==> src/sv/nocd_pkg.sv <==
// Package for the nearest occupied cell distance unit.
// Holds register indexes, widths and the front-to-back queue entry type.
// Depends on nothing.
package nocd_pkg;

  localparam int COORD_BITS = 16;
  localparam int FRAC_BITS  = 16;
  localparam int CFG_IDX_W  = 3;

  localparam logic [CFG_IDX_W-1:0] REG_MAP_WIDTH = 3'd0;
  localparam logic [CFG_IDX_W-1:0] REG_CELL_SIZE = 3'd1;
  localparam logic [CFG_IDX_W-1:0] REG_ORIGIN_X  = 3'd2;
  localparam logic [CFG_IDX_W-1:0] REG_ORIGIN_Y  = 3'd3;
  localparam logic [CFG_IDX_W-1:0] REG_ROBOT_X   = 3'd4;
  localparam logic [CFG_IDX_W-1:0] REG_ROBOT_Y   = 3'd5;
  localparam logic [CFG_IDX_W-1:0] REG_THRESHOLD = 3'd6;
  localparam logic [CFG_IDX_W-1:0] REG_CAP       = 3'd7;

  localparam logic [31:0] AXIS_SAT  = 32'h8000_0000;
  localparam logic [30:0] CAP_RESET = 31'd65536000;

  typedef struct packed {
    logic                  occupied;
    logic                  last;
    logic [COORD_BITS-1:0] row;
    logic [COORD_BITS-1:0] col;
  } cell_t;

  typedef struct packed {
    logic [63:0] best;
    logic        found;
  } frame_t;

endpackage

==> src/sv/nocd_front.sv <==
// Front part: accepts cells, classifies occupancy, keeps row and column counters.
// Depends on nocd_pkg.
module nocd_front (
  input  logic                   clk,
  input  logic                   rst_n,
  input  logic                   in_valid,
  output logic                   in_ready,
  input  logic signed [7:0]      occupancy,
  input  logic                   last_cell,
  input  logic [15:0]            map_width,
  input  logic [6:0]             threshold,
  output logic                   q_valid,
  input  logic                   q_ready,
  output nocd_pkg::cell_t        q_data
);
  import nocd_pkg::*;

  logic [COORD_BITS-1:0] col_r, col_nxt, row_r, row_nxt;
  logic [16:0]           next_col;
  logic                  fire;

  assign in_ready = q_ready;
  assign q_valid  = in_valid;
  assign fire     = in_valid && q_ready;

  assign q_data.occupied = (occupancy > $signed({1'b0, threshold}));
  assign q_data.last     = last_cell;
  assign q_data.row      = row_r;
  assign q_data.col      = col_r;

  assign next_col = {1'b0, col_r} + 17'd1;

  always_comb begin
    col_nxt = col_r;
    row_nxt = row_r;
    if (fire) begin
      if (last_cell) begin
        col_nxt = '0;
        row_nxt = '0;
      end else if (next_col >= {1'b0, map_width}) begin
        col_nxt = '0;
        row_nxt = row_r + 1'b1;
      end else begin
        col_nxt = next_col[COORD_BITS-1:0];
      end
    end
  end

  always_ff @(posedge clk) begin
    if (!rst_n) begin
      col_r <= '0;
      row_r <= '0;
    end else begin
      col_r <= col_nxt;
      row_r <= row_nxt;
    end
  end

endmodule

==> config.mk <==
export PLATFORM = sky130hd
export DESIGN_NAME = nocd_front
export DESIGN_NICKNAME = d
export VERILOG_FILES = /design/src/sv/nocd_pkg.sv /design/src/sv/nocd_front.sv
export SDC_FILE = /design/constraint.sdc
export NUM_CORES = 1
export LEC_CHECK = 0
export ABC_AREA = 1
export BUFFER_PORTS_ARGS = -buffer_cell sky130_fd_sc_hd__buf_4
export CORE_MARGIN = 5
export CORE_UTILIZATION = 40
export CTS_BUF_LIST = sky130_fd_sc_hd__clkbuf_4 sky130_fd_sc_hd__clkbuf_8
export DETAILED_ROUTE_END_ITERATION = 8
export GPL_ROUTABILITY_DRIVEN = 0
export GPL_TIMING_DRIVEN = 0
export PLACE_DENSITY = 0.66
export SYNTH_ARGS = -nofsm -noshare
export SYNTH_HDL_FRONTEND = slang
export SYNTH_SLANG_ARGS = --single-unit
==> constraint.sdc <==
create_clock -name clk -period 6.3 [get_ports clk]
set_input_delay 1.26 -clock clk [delete_from_list [all_inputs] [get_ports clk]]
set_output_delay 1.26 -clock clk [all_outputs]
set_load 0.02 [all_outputs]
; ---- Word level (Yosys, flattened, before mapping)
; Cells that the tools add are included.
[totals]
reg_bits = 32
inputBits = 36
output_inout_bits = 36
word_cells = 13
[op_classes]
n_addsub = 2
order_cmp = 2
muxes = 4
reduce_logical = 3
[ops]
columns = cell, count
row1 = 16-bit 2-to-1 mux, 4
row2 = "16-bit by 1-bit adder with 17-bit output, second input constant", 1
row3 = 17-bit by 16-bit >= comparator with 1-bit output, 1
row4 = "16-bit by 1-bit adder with 16-bit output, second input constant", 1
row5 = 8-bit greater-than comparator, 1
row6 = 2-bit AND reduction, 1
row7 = 2-bit nonzero test, 1
row8 = 1-bit logical AND, 1

; ---- Logic depth before layout (Yosys ltp)
[logic_depth]
ltp_word = 4
depth_mapped = 20
depth_no_buf = 19

; ---- Least setup slack after synthesis
; No wires, ideal clock.
[synth_timing]
path_type = input port to output port
start = input port threshold[3]
end = output port q_data[33] (netlist name)
arrival_ns = 2.449
t_required_ns = 5.040
path_slack_ns = 2.591
cell_stages = 7
path_buffers = 0
cell_sequence = inv_1 > ha_1 > nand2_1 > o21a_1 > o21ai_0 > a21oi_1 > nor3_1
[synth_lines]
columns = item, line_no
row1 = start: declaration, nocd_front.sv:11  ; input logic [6:0] threshold,
row2 = end: declaration, nocd_front.sv:14  ; output nocd_pkg::cell_t q_data

==> results summary <==
The die boundary height came out at 91.32 um. Clock skew on the completed layout was measured at 0.006881 ns. The total wirelength of the detailed-routed design came out at around 7000 um. In this run the count of I/O pins placed on the die edge is 72. Counting the fill cells in the layout gives 672. The transition at the pin with the smallest max-transition slack is approximately 0.51 ns. The number of cells on the worst reg-to-reg path is 18. The post-route antenna net violation count is 0. The total count of max-transition violations in the final report is 0. The synthesized design contains 32 register bits.

The worst pin sits at a relative slew slack of 0.6629. The compound-gate portion of the synthesized area is 0.1026. Static timing analysis puts the maximum clock frequency at 0.2698 GHz.

CTS placed an instance of sky130_fd_sc_hd__clkbuf_8 at the clock tree root. The most repeated cell in the gate-level netlist after synthesis is sky130_fd_sc_hd__nand2_1. The sum of negative setup slack came out at 0 ns. The startpoint identified for the worst hold timing path is col_r[3]$_SDFFE_PN0P_. Once routing completed, OpenROAD measured the worst setup slack at 2.594 ns. The total number of placement rows is 29.

The final global-route overflow total came out at 0. The number of hold buffers added after CTS came out at 0. By count the netlist is led by 94 x sky130_fd_sc_hd__nand2_1, 73 x sky130_fd_sc_hd__inv_1, 47 x sky130_fd_sc_hd__nor2_1. The initial utilization of the core area, before any placement, comes to 0.4142. The H-tree depth reported by CTS came out at 2. The leading register cell type out of synthesis is sky130_fd_sc_hd__dfxtp_1. The post-synthesis cell type count is 28. The number of cells on the worst hold path came out at 2.

The reported max-cap violation count is 0. The worst-case IR drop observed on VDD is 0.1120 mV. The final worst-path cycle share came out at 0.5883. The multi-input logic area came out at 0.001629 mm^2. STA classifies the critical path endpoint as an output pin.

The maximum fanout along the worst path is 2. In this run the static leakage power is 1.734 nW. The share of synthesized cell area in full adder, half adder and majority cells came out at 0.1183. The synthesized cell area came out at 0.002645 mm^2. In this run the critical register-to-register path is launched from col_r[0]$_SDFFE_PN0P_. The global-route wire length before repair is between 10000 and 15000 um.

The Yosys warning count is 0. The critical register-to-register path endpoint is col_r[8]$_SDFFE_PN0P_. The async set-or-reset flop fraction in the synthesized netlist is 0. The total CTS buffers is 5. The net total in the final layout is 558. The post-detailed-route wirelength per cell came out at approximately 12 um. The core occupancy in the finished layout is 0.5272. TritonCTS built the clock tree. The arrival time at the worst endpoint is 2.45 ns. The clock tree buffer depth came out at 2.

The final critical path time including I/O delays and setup is between 3 and 4 ns. The number of antenna violations at the first check in global routing is 0. The portion of netlist area occupied by mux cells came out at 0. The first detailed-routing pass ran for 4 iterations. The count of input and output buffers came out at 71. The detailed placement HPWL is 5611 um. The run finished with clean final reports.

The area of the core came out at between 0.006 and 0.007 mm^2. The xor/xnor cell area share of the yosys netlist is 0.04967. The floorplan die area came out at 0.008338 mm^2.

The area growth from synthesis to final layout is 27.29%. In this run the post-CTS setup repair buffer count came out at 0. Sorting the synthesized cells by area gives the leading types as sky130_fd_sc_hd__dfxtp_1 24%, sky130_fd_sc_hd__nand2_1 13%, sky130_fd_sc_hd__ha_1 12%, sky130_fd_sc_hd__inv_1 10%, sky130_fd_sc_hd__a21oi_1 7.0%.

The pin count of the biggest net entering global routing is 11. The sink of the worst hold path is col_r[3]$_SDFFE_PN0P_. The area used by sequential logic in the layout is approximately 640 um^2. The via count of the first global-routing pass came out at ~2500. The pre-CTS setup slack came out at 2.606 ns. The CTS sink count came out at 32. The final hold violation count is 0. Of the total synthesized cell area, the portion taken by AND, OR, NAND and NOR gates is 0.3453. Setup repair after global routing left no endpoint under its margin. In the global route stage, overall resource usage came out at 0.1664. The average footprint of a synthesized cell is 6.313 um^2. The number of diodes added for antenna fixing came out at 0. The post-route total power is about 0.00046 W. The final setup violation count is 0.

The combinational family with the most area after synthesis is simple AND/OR/NAND/NOR gates. STA classifies the critical path startpoint as an input port. Setup slack on the worst reg-to-reg path comes out at 3.17 ns. The worst setup path is of the in -> out kind. Of all cell types, the one taking the most synthesized area is sky130_fd_sc_hd__dfxtp_1. The net count after synthesis is 480.

The share of the Yosys chip area taken by registers is 0.2422. The chip width is 91.32 um. After detailed placement, the design holds a cell count of 567.

The detailed router's first-iteration violation count came out at 156. The number of synthesized flops with an enable pin came out at 0. In the routed design, unresolved DRC markers number 0. The gate count of the mapped netlist came out at 419. The power density over cell area is 137.1 mW/mm^2. The number of resized instances in the post-cts repair step is 0. The via density per instance is 4.929. For this block, the via count after detailed routing is 2834. The required arrival time at the worst endpoint came out at 5.04 ns.

The fraction of layout instances using a drive strength above 1 is 0.2048. The later-pin clock latency in the skew report is 0.28 ns. The clock slew at the register clock pins of the worst setup and hold paths came out at 0.07 ns. The portion of synthesized cell area occupied by the leading cell type came out at 0.2422. Leaving out filler cells and counting taps, the final layout contains 575.

The worst hold-check path type is reg -> reg.
[per-layer routing]
layer,wire length [um],vias up,track usage
li1,-,1488,-
met3,484,6,0.04628
met5,0,-,0
met2,3238,80,0.2746
met4,57,0,0.03056
met1,3194,1260,0.2189
[cells in the final DEF (no fill, tap or decap), types with 2 or more instances in the layout]
| master | instances |
|---|---|
| sky130_fd_sc_hd__nand2_2 | 2 |
| sky130_fd_sc_hd__ha_1 | 25 |
| sky130_fd_sc_hd__o21ai_0 | 8 |
| sky130_fd_sc_hd__nand3_1 | 29 |
| sky130_fd_sc_hd__nor2_2 | 2 |
| sky130_fd_sc_hd__clkbuf_8 | 6 |
| sky130_fd_sc_hd__buf_6 | 3 |
| sky130_fd_sc_hd__buf_2 | 3 |
| sky130_fd_sc_hd__xnor2_1 | 2 |
| sky130_fd_sc_hd__nand4_1 | 13 |
| sky130_fd_sc_hd__xor2_1 | 13 |
| sky130_fd_sc_hd__nand2_1 | 94 |
| sky130_fd_sc_hd__nor2_1 | 47 |
| sky130_fd_sc_hd__a21oi_1 | 37 |
| sky130_fd_sc_hd__dfxtp_1 | 32 |
| sky130_fd_sc_hd__nor3_1 | 13 |
| sky130_fd_sc_hd__clkbuf_1 | 5 |
| sky130_fd_sc_hd__buf_4 | 75 |
| sky130_fd_sc_hd__clkinv_2 | 2 |
| sky130_fd_sc_hd__inv_1 | 73 |
| sky130_fd_sc_hd__nand3_2 | 5 |
[layout make-up]
type / instances / area share
clock inverter: 2 / 0.002973
buffer: 15 / 0.02899
timing repair buffer: 71 / 0.1583
tap: 77 / 0.02861
inverter: 74 / 0.08250
sequential: 32 / 0.1903
multi-input combinational: 298 / 0.4838
clock buffer: 6 / 0.02453
[stage by stage]
stage | hold WS [ns] | area [um^2]
after floorplan | 0.5572 | 2645
after global placement | 0.4719 | 3274
after detailed placement | 0.4753 | 3274
after CTS | 0.4884 | 3367
after global routing | 0.5265 | 3367
final | 0.4826 | 3367
[registers in the layout, summed over array words and instances, names as in the netlist]
register,flops
col_r,16
row_r,16
[cells by family (layout without fill, tap and decap cells)]
group | count (synthesis) | in the layout
xor gates and xnor gates | 15 | 15
adders and majority gates | 25 | 25
DFF | 32 | 32
AOI/OAI and AO/OA | 51 | 51
and+or+nand+nor | 207 | 207
buffers and inverters | 89 | 168
[worst max-delay path, stage by stage]
cell and delay, ns:
sky130_fd_sc_hd__buf_4 0.11, sky130_fd_sc_hd__ha_1 0.28, sky130_fd_sc_hd__nand2_1 0.08, sky130_fd_sc_hd__o21a_1 0.18, sky130_fd_sc_hd__o21ai_0 0.15, sky130_fd_sc_hd__a21oi_1 0.09, sky130_fd_sc_hd__nor3_1 0.14, sky130_fd_sc_hd__buf_4 0.17
[where the power goes]
part / leakage, nW / switching [W] / internal, W
sequential: 0.259 / 0.00000436 / 0.000206
clock: 0.0510 / 0.0000779 / 0.0000872
combinational: 1.42 / 0.0000476 / 0.0000389
total: 1.73 / 0.000130 / 0.000332
[how the worst max path moves through the flow]
stage                  from    endpoint  slack (ns)  depth (start not counted)
2_1_floorplan  threshold[3]  q_data[33]        2.59                          7
3_3_place_gp   occupancy[3]  q_data[33]        2.62                          8
3_5_place_dp   occupancy[3]  q_data[33]        2.61                          8
4_1_cts        occupancy[3]  q_data[33]        2.60                          8
5_1_grt        threshold[3]  q_data[33]        2.49                          9
6_report       occupancy[3]  q_data[33]        2.59                          8
No activity file was read; power rests on OpenSTA's default activity.
