`config.mk`:
```
export PLATFORM = sky130hd
export DESIGN_NAME = nocd_queue
export DESIGN_NICKNAME = d
export VERILOG_FILES = /design/src/sv/nocd_pkg.sv /design/src/sv/nocd_queue.sv
export SDC_FILE = /design/constraint.sdc
export NUM_CORES = 1
export LEC_CHECK = 0
export ABC_AREA = 1
export BUFFER_PORTS_ARGS = -buffer_cell sky130_fd_sc_hd__buf_2
export CAP_MARGIN = 25
export CORE_MARGIN = 2
export CORE_UTILIZATION = 40
export CTS_CLUSTER_DIAMETER = 150
export CTS_CLUSTER_SIZE = 28
export DETAILED_ROUTE_END_ITERATION = 12
export RECOVER_POWER = 25
export SYNTH_ARGS = -nofsm -noshare
export SYNTH_HDL_FRONTEND = slang
export SYNTH_SLANG_ARGS = --single-unit
```
`constraint.sdc`:
```
create_clock -name clk -period 7.5 [get_ports clk]
set_clock_uncertainty 0.05 [all_clocks]
set_input_delay 0.75 -clock clk [delete_from_list [all_inputs] [get_ports clk]]
set_output_delay 0.75 -clock clk [all_outputs]
set_load 0.05 [all_outputs]
```
`src/sv/nocd_pkg.sv`:
```
// Package for the nearest occupied cell distance unit.
// Holds register indexes, widths and the front-to-back queue entry type.
// Depends on nothing.
package nocd_pkg;

  localparam int COORD_BITS = 16;
  localparam int FRAC_BITS  = 16;
  localparam int CFG_IDX_W  = 3;

  localparam logic [CFG_IDX_W-1:0] REG_MAP_WIDTH = 3'd0;
  localparam logic [CFG_IDX_W-1:0] REG_CELL_SIZE = 3'd1;
  localparam logic [CFG_IDX_W-1:0] REG_ORIGIN_X  = 3'd2;
  localparam logic [CFG_IDX_W-1:0] REG_ORIGIN_Y  = 3'd3;
  localparam logic [CFG_IDX_W-1:0] REG_ROBOT_X   = 3'd4;
  localparam logic [CFG_IDX_W-1:0] REG_ROBOT_Y   = 3'd5;
  localparam logic [CFG_IDX_W-1:0] REG_THRESHOLD = 3'd6;
  localparam logic [CFG_IDX_W-1:0] REG_CAP       = 3'd7;

  localparam logic [31:0] AXIS_SAT  = 32'h8000_0000;
  localparam logic [30:0] CAP_RESET = 31'd65536000;

  typedef struct packed {
    logic                  occupied;
    logic                  last;
    logic [COORD_BITS-1:0] row;
    logic [COORD_BITS-1:0] col;
  } cell_t;

  typedef struct packed {
    logic [63:0] best;
    logic        found;
  } frame_t;

endpackage

```
`src/sv/nocd_queue.sv`:
```
// Two-entry queue between the front and the back part.
// Depends on nocd_pkg.
module nocd_queue (
  input  logic            clk,
  input  logic            rst_n,
  input  logic            wr_valid,
  output logic            wr_ready,
  input  nocd_pkg::cell_t wr_data,
  output logic            rd_valid,
  input  logic            rd_ready,
  output nocd_pkg::cell_t rd_data
);
  import nocd_pkg::*;

  cell_t      mem_r [2];
  logic       wp_r, rp_r;
  logic [1:0] cnt_r;
  logic       wr, rd;

  assign wr_ready = (cnt_r != 2'd2);
  assign rd_valid = (cnt_r != 2'd0);
  assign rd_data  = mem_r[rp_r];
  assign wr = wr_valid && wr_ready;
  assign rd = rd_valid && rd_ready;

  always_ff @(posedge clk) begin
    if (wr) mem_r[wp_r] <= wr_data;
    if (!rst_n) begin
      wp_r  <= 1'b0;
      rp_r  <= 1'b0;
      cnt_r <= '0;
    end else begin
      if (wr) wp_r <= ~wp_r;
      if (rd) rp_r <= ~rp_r;
      cnt_r <= cnt_r + {1'b0, wr} - {1'b0, rd};
    end
  end

endmodule

```
* Word level (Yosys, flattened, before mapping)
Memory sizes are Yosys's and may differ from the RTL's. A register that Yosys moved wholly into a read port is not among the register bits. Cells that the tools add are included.
Operators by class: $add $sub $neg 2, multipliers 0, divide/modulo/power cells 0, order comparisons 0, eq/ne operators 1, shifts and indexed selects 0, mux-type cells 4, bitwise operators 2, reduce and logical (&&, ||, !) cells 3
Operator list (number):
- $mux W1 | 4
- $add A2 B1 Y2 | 1
- $logic_and A1 B1 Y1 | 2
- $ne A2 B2 Y1 const B | 1
- $not A1 Y1 | 2
- $reduce_bool A2 Y1 | 1
- $sub A2 B1 Y2 | 1
Storage, ports and cells: bits in registers 4, latch bits 0, memory bits (writable) 68, bits in read-only memories 0, output and inout port bits 36, word-level logic and storage cells 16, memories kept 1
Memories:
- mem_r | depth 2, width 34, rd ports 1, clocked after Yosys merged registers in 1, write ports 1, line nocd_queue.sv:15 | cell_t mem_r [2];

* Logic depth before layout (Yosys ltp)
Gate-level depths: netlist of run 1.
word-level depth 4, depth in mapped cells 11

* Worst setup path after synthesis of run 1
Ideal clock, no wire load.
path type flip-flop to flip-flop, start register cnt_r[0], end memory mem_r[0][0] (netlist name) (enable), setup time 0.425 ns, arrival 2.370 ns, slack 4.655 ns, cell stages (with the launch flop) 5, buffers on the path 0, period minus slack after synthesis 2.845 ns, cells stage by stage dfxtp_1 inv_1 nand2_1 nand2_1 nor2_1
Between the ends: longest elaborated chain between the ends 4
RTL lines:
- from (decl) | line nocd_queue.sv:17 | logic [1:0] cnt_r;
- from (signal assigned) | line nocd_queue.sv:35 | cnt_r <= cnt_r + {1'b0, wr} - {1'b0, rd};
- $ne A2 B2 Y1 | line nocd_queue.sv:20 | assign wr_ready = (cnt_r != 2'd2);
- named net wr_ready | line nocd_queue.sv:7 | output logic wr_ready,
- $logic_and A1 B1 Y1 | line nocd_queue.sv:23 | assign wr = wr_valid && wr_ready;
- $mux W1 | line nocd_queue.sv:27 | if (wr) mem_r[wp_r] <= wr_data;
- $mux W1 (implied by the code) | line nocd_queue.sv:27
- to (decl) | line nocd_queue.sv:15
The timed path passes the listed nets, and every way through them passes these cells.

==> impl_metrics.csv, run 1 <==
group,metric,value,unit
grt,overflow,0,
critical_path,critPathKind,"reg -> out",
detailed_routing,viasPerCell,4.35,
timing,finalHoldViolations,0,
clocking,ctsHoldBuffers,0,
clocking,ctsResizeCount,0,
timing,layout_min_cycle_time,2.46,ns
place,gp_congestion,0.706,
place,postPlaceCellArea,3300,sq um
power,powerDensity,384,nW/um^2
die,dieWidth,88.4,um
die,ios,74,
power,pwr-share-comb,36.2,%
die,initial_core_util,41.7,%
synthesis,synth_area,2850,sq um
min_path,hp-class,"reg -> reg",
power,clkPwrFrac,23.9,%
finish,layout-drive-gt1-share,52.6,%
synthesis,synth_warnings,0,
power,power_switching,495,uW
detailed_routing,routed_wl,4.61,mm
clocking,clock_sinks,73,
die,core-area,6830,sq um
critical_path,cpMaxStageDelayCell,"dfxtp_2",
die,row_count,30,
synthesis,yosys_register_bits,73,
clocking,cts_buffers,9,
detailed_routing,drt_iter0_markers,69,
critical_path,required,6.70,ns
clocking,clockBufferDepth,2,
detailed_routing,ant_nets,0,
grt,grt_pass1_vias,1373,
flow_run,cap_violations,0,
clocking,cts_tree,"done",
clocking,cts_setup_buffers,0,
place,io_buffers,73,
grt,antenna_found_initial,0,
finish,multiInputGateArea,617,sq um
critical_path,max_stage_delay,0.50,ns
clocking,clk_pin_slew,0.07,ns
timing,relSlewSlack,63.4,%
detailed_routing,via_count,1418,
detailed_routing,drc,0,
finish,nFillCells,585,
finish,final_cell_mix,"68 x buf_2, 68 x edfxtp_1, 30 x mux2_4",
clocking,h-tree-depth,3,
critical_path,path_cells,"buf_12 -> mux2_4 -> buf_2",
grt,grt_pass1_wl,6.77,mm
power,switching_share,36.5,%
critical_path,cp_data_arrival_time,1.66,ns
grt,grt_usage,12.4,%
timing,period_share,32.8,%
detailed_routing,drt_first_pass_iters,4,
synthesis,ys_seq_area_share,75.2,%
place,dp_slack,5.27,ns
critical_path,cp_max_fo,26,
synthesis,syn_inst,142,
timing,setup_slack,5.04,ns
timing,finalSetupViolCount,0,
die,die_area,7810,sq um
timing,fmax,407,MHz
synthesis,synth_cell_type_count,12,
place,dp_cells,309,
timing,rsz0062_at_grt,"false",
outcome,status,"completed",
critical_path,worstSetupStartpointType,"flip-flop",
clocking,insertion_delay,0.34,ns
finish,finish.instance_area,3530,sq um
die,die_height,88.4,um
detailed_routing,route.detailed.wl_per_inst,14.1,um
timing,worst_pin_slew,0.547,ns
finish,syn_to_final_growth,23.9,%
finish,fin_cells,326,
power,p_leak,0.00141,uW
power,internal_power,861,uW
synthesis,postSynthAreaPerCell,20.1,sq um
timing,whs,0.463,ns
power,seqPwrFrac,39.9,%
place,dpl.hpwl,3.00,mm
critical_path,end_kind,"output port",
finish,nets,265,
grt,grt_max_degree,35,
synthesis,synth_nets,182,
power,ir_worst_vdd,229,uV
timing,finalSetupTns,0,ns
timing,final_max_slew_viol_count,0,
clocking,cts-root-buf,"clkbuf_8",
finish,regArea,2140,sq um
finish,diodes,0,
==> Yosys cell counts <==
cell type  instances  area share [%]
mux2_4            30              16
inv_1              7            0.92
nand2_1            9             1.2
ha_1               2            0.88
mux2_2             4             1.6
nor2_1             8             1.1
buf_12             3             2.1
buf_6              1            0.40
nand3_1            3            0.53
edfxtp_1          68              72
dfxtp_1            5             3.5
a21oi_1            2            0.35
==> cells by family (layout without fill, tap and decap cells) <==
| kind of cell | count (synthesis) | count (layout) | synth area share, % |
|---|---|---|---|
| flip-flops | 73 | 73 | 75.2 |
| AO/OA/AOI/OAI | 2 | 2 | 0.351 |
| AND/OR/NAND/NOR | 20 | 20 | 2.77 |
| adder cells (fa/ha/maj) | 2 | 2 | 0.878 |
| buffers and inverters | 11 | 99 | 3.43 |
| multiplexers | 34 | 34 | 17.4 |
==> metrics by stage <==
step	utilization (%)	power, uW
global placement	48.0	1030
detailed placement	48.3	1040
CTS	51.4	1360
floorplan	-	959
finish	51.7	1360
global route	51.7	1420
==> flip-flops by register name, summed over array words and instances (netlist names), named ones only <==
register	flops
mem_r	68
cnt_r	2
rp_r	1
wp_r	1
==> routing by layer <==
layer  GRT usage (%)  share of wire [%]  up-vias
li1                -                  -      699
met1            15.1                 42      669
met2            18.7                 50       44
met3            4.38                5.9        6
met4            7.85                1.6        0
met5               0                  0        -
==> power by group through the flow <==
stage	clock, uW	sequential, uW	combinational, uW
floorplan	0	540	419
global placement	0	572	459
detailed placement	0	551	489
CTS	332	543	489
global route	351	547	519
finish	324	541	491
==> path summary, 6_finish.rpt <==
kind,from,end,cells after the start,slack (ns)
max,flip-flop,rd_data[27],3,5.04
min,rp_r$_SDFFE_PN0P_,rp_r$_SDFFE_PN0P_,2,0.46
max reg2reg,cnt_r[0]$_SDFF_PN0_,mem_r[0][28]$_DFFE_PP_,5,5.81
min reg2reg,rp_r$_SDFFE_PN0P_,rp_r$_SDFFE_PN0P_,2,0.46
==> worst max-delay path, delay by kind of cell (launching register included) <==
kind     cells  cell delay, ns
mux          1            0.32
buf+inv      2            0.49
flops        1            0.50
==> layout make-up <==
| type | instances | share of cell area, % |
|---|---|---|
| sequential | 73 | 60.7 |
| multi-input combinational | 58 | 17.5 |
| timing repair buffer | 76 | 11.7 |
| clock buffer | 10 | 3.61 |
| tap | 96 | 3.40 |
| clock inverter | 6 | 2.34 |
| inverter | 7 | 0.744 |
Power figures use the tool's default switching activity.
==> run 2, diff against run 1 <==
clock period = 2.35 ns   (was 7.5 ns; I/O delays follow)
==> run 2 against run 1 <==
Flip-flop and latch count unchanged. First-iteration DRC count increased by 20%. Hold slack got worse by 0.42 ns. Combinational power increased to 3.2 times the previous value. Total power increased to 3.1 times the previous value. Sequential power increased to 3.2 times the previous value. Critical endpoint is now rd_data[9]. Highest routed layer unchanged.
==> impl_metrics.csv, run 2 (synthesis gave the netlist of run 1 again) <==
group,metric,value,unit
power,powerDensity,1190,nW/um^2
finish,nets,268,
die,row_count,30,
grt,overflow,0,
power,p_leak,0.00140,uW
detailed_routing,routed_wl,4.55,mm
die,ios,74,
critical_path,worstSetupStartpointType,"flip-flop",
finish,mostFrequentLayoutCell,"edfxtp_1",
clocking,clock_sinks,73,
die,die_height,88.4,um
critical_path,r2r_slack,0.73,ns
die,dieWidth,88.4,um
finish,top_register,"mem_r",
timing,finalHoldViolations,0,
grt,grt_usage,12.2,%
die,core-area,6830,sq um
place,postPlaceCellArea,3330,sq um
timing,worst_pin_slew,0.373,ns
clocking,ctsResizeCount,0,
critical_path,cp_data_arrival_time,1.71,ns
timing,relSlewSlack,75.0,%
outcome,status,"completed",
die,initial_core_util,41.7,%
timing,finalSetupViolCount,0,
detailed_routing,viasPerCell,4.43,
clocking,clk_pin_slew,0.07,ns
die,die_area,7810,sq um
place,dp_slack,0.670,ns
timing,rsz0062_at_grt,"false",
timing,whs,0.0425,ns
clocking,clockBufferDepth,2,
timing,fmax,501,MHz
critical_path,required,2.07,ns
timing,layout_min_cycle_time,2.00,ns
place,dpl.hpwl,3.21,mm
critical_path,critPathKind,"reg -> out",
detailed_routing,via_count,1459,
detailed_routing,drc,0,
flow_run,cap_violations,0,
clocking,cts_tree,"done",
min_path,hp-class,"in -> reg",
finish,finish.instance_area,3500,sq um
grt,grt_pass1_wl,6.81,mm
grt,grt_pass1_vias,1440,
clocking,h-tree-depth,3,
timing,finalSetupTns,0,ns
detailed_routing,drt_iter0_markers,83,
grt,antenna_found_initial,0,
grt,grt_max_degree,25,
finish,nFillCells,603,
finish,syn_to_final_growth,22.8,%
finish,final_cell_mix,"68 x edfxtp_1, 66 x buf_2, 30 x mux2_4",
finish,largest_register_ffs,68,
place,gp_congestion,0.759,
detailed_routing,ant_nets,0,
critical_path,cp_max_fo,12,
clocking,cts_setup_buffers,0,
clocking,insertion_delay,0.33,ns
detailed_routing,drt_first_pass_iters,4,
finish,layout-drive-gt1-share,51.1,%
clocking,ctsHoldBuffers,0,
clocking,cts-root-buf,"clkbuf_8",
timing,period_share,85.0,%
timing,setup_slack,0.353,ns
finish,diodes,0,
timing,final_max_slew_viol_count,0,
detailed_routing,route.detailed.wl_per_inst,13.8,um
power,ir_worst_vdd,581,uV
clocking,cts_buffers,9,
finish,reg_top3,"mem_r x68, cnt_r x2",
place,io_buffers,73,
critical_path,end_kind,"output port",
[run 2: layout make-up]
class | count | area (sq um) | share of cell area [%]
inverters | 7 | 26.3 | 0.751
repair buffers | 79 | 414 | 11.8
multi-input cells | 58 | 617 | 17.6
flip-flops and latches | 73 | 2140 | 61.3
clock buffers | 11 | 131 | 3.76
clock inverters | 5 | 46.3 | 1.32
well taps | 96 | 120 | 3.43
[run 2: worst max-delay path: stages, from the launching register on]
cell	delay [ns]
dfxtp_2	0.54
buf_4	0.30
mux2_4	0.32
buf_2	0.21
[run 2: metrics by stage]
step | util [%] | power [uW] | cells
finish | 51.2 | 4170 | 329
global route | 51.2 | 4380 | 329
CTS | 51.3 | 4230 | 329
detailed placement | 48.7 | 3340 | 313
global placement | 48.7 | 3330 | 313
floorplan | - | 3060 | 142
[run 2: final timing paths]
| check | startpoint | end | cells after the start |
|---|---|---|---|
| setup / recovery | flip-flop | rd_data[9] | 3 |
| hold / removal | wr_data[14] | mem_r[1][14]$_DFFE_PP_ | 1 |
| setup reg to reg | cnt_r[0]$_SDFF_PN0_ | cnt_r[1]$_SDFF_PN0_ | 10 |
| hold reg to reg | rp_r$_SDFFE_PN0P_ | flip-flop | 2 |
[run 2: per-layer routing]
layer  vias up  track usage [%]  part of all wire (%)
met5         -                0                     0
met4         0             6.20                   1.4
met3         6             4.20                   6.0
li1        703                -                     -
met1       709             14.5                    42
met2        41             19.7                    50
[run 2: where the power goes]
part	internal (uW)	total (uW)	switching (uW)
clock	479	884	405
combinational	502	1550	1050
sequential	1650	1730	83.2
total	2630	4170	1540
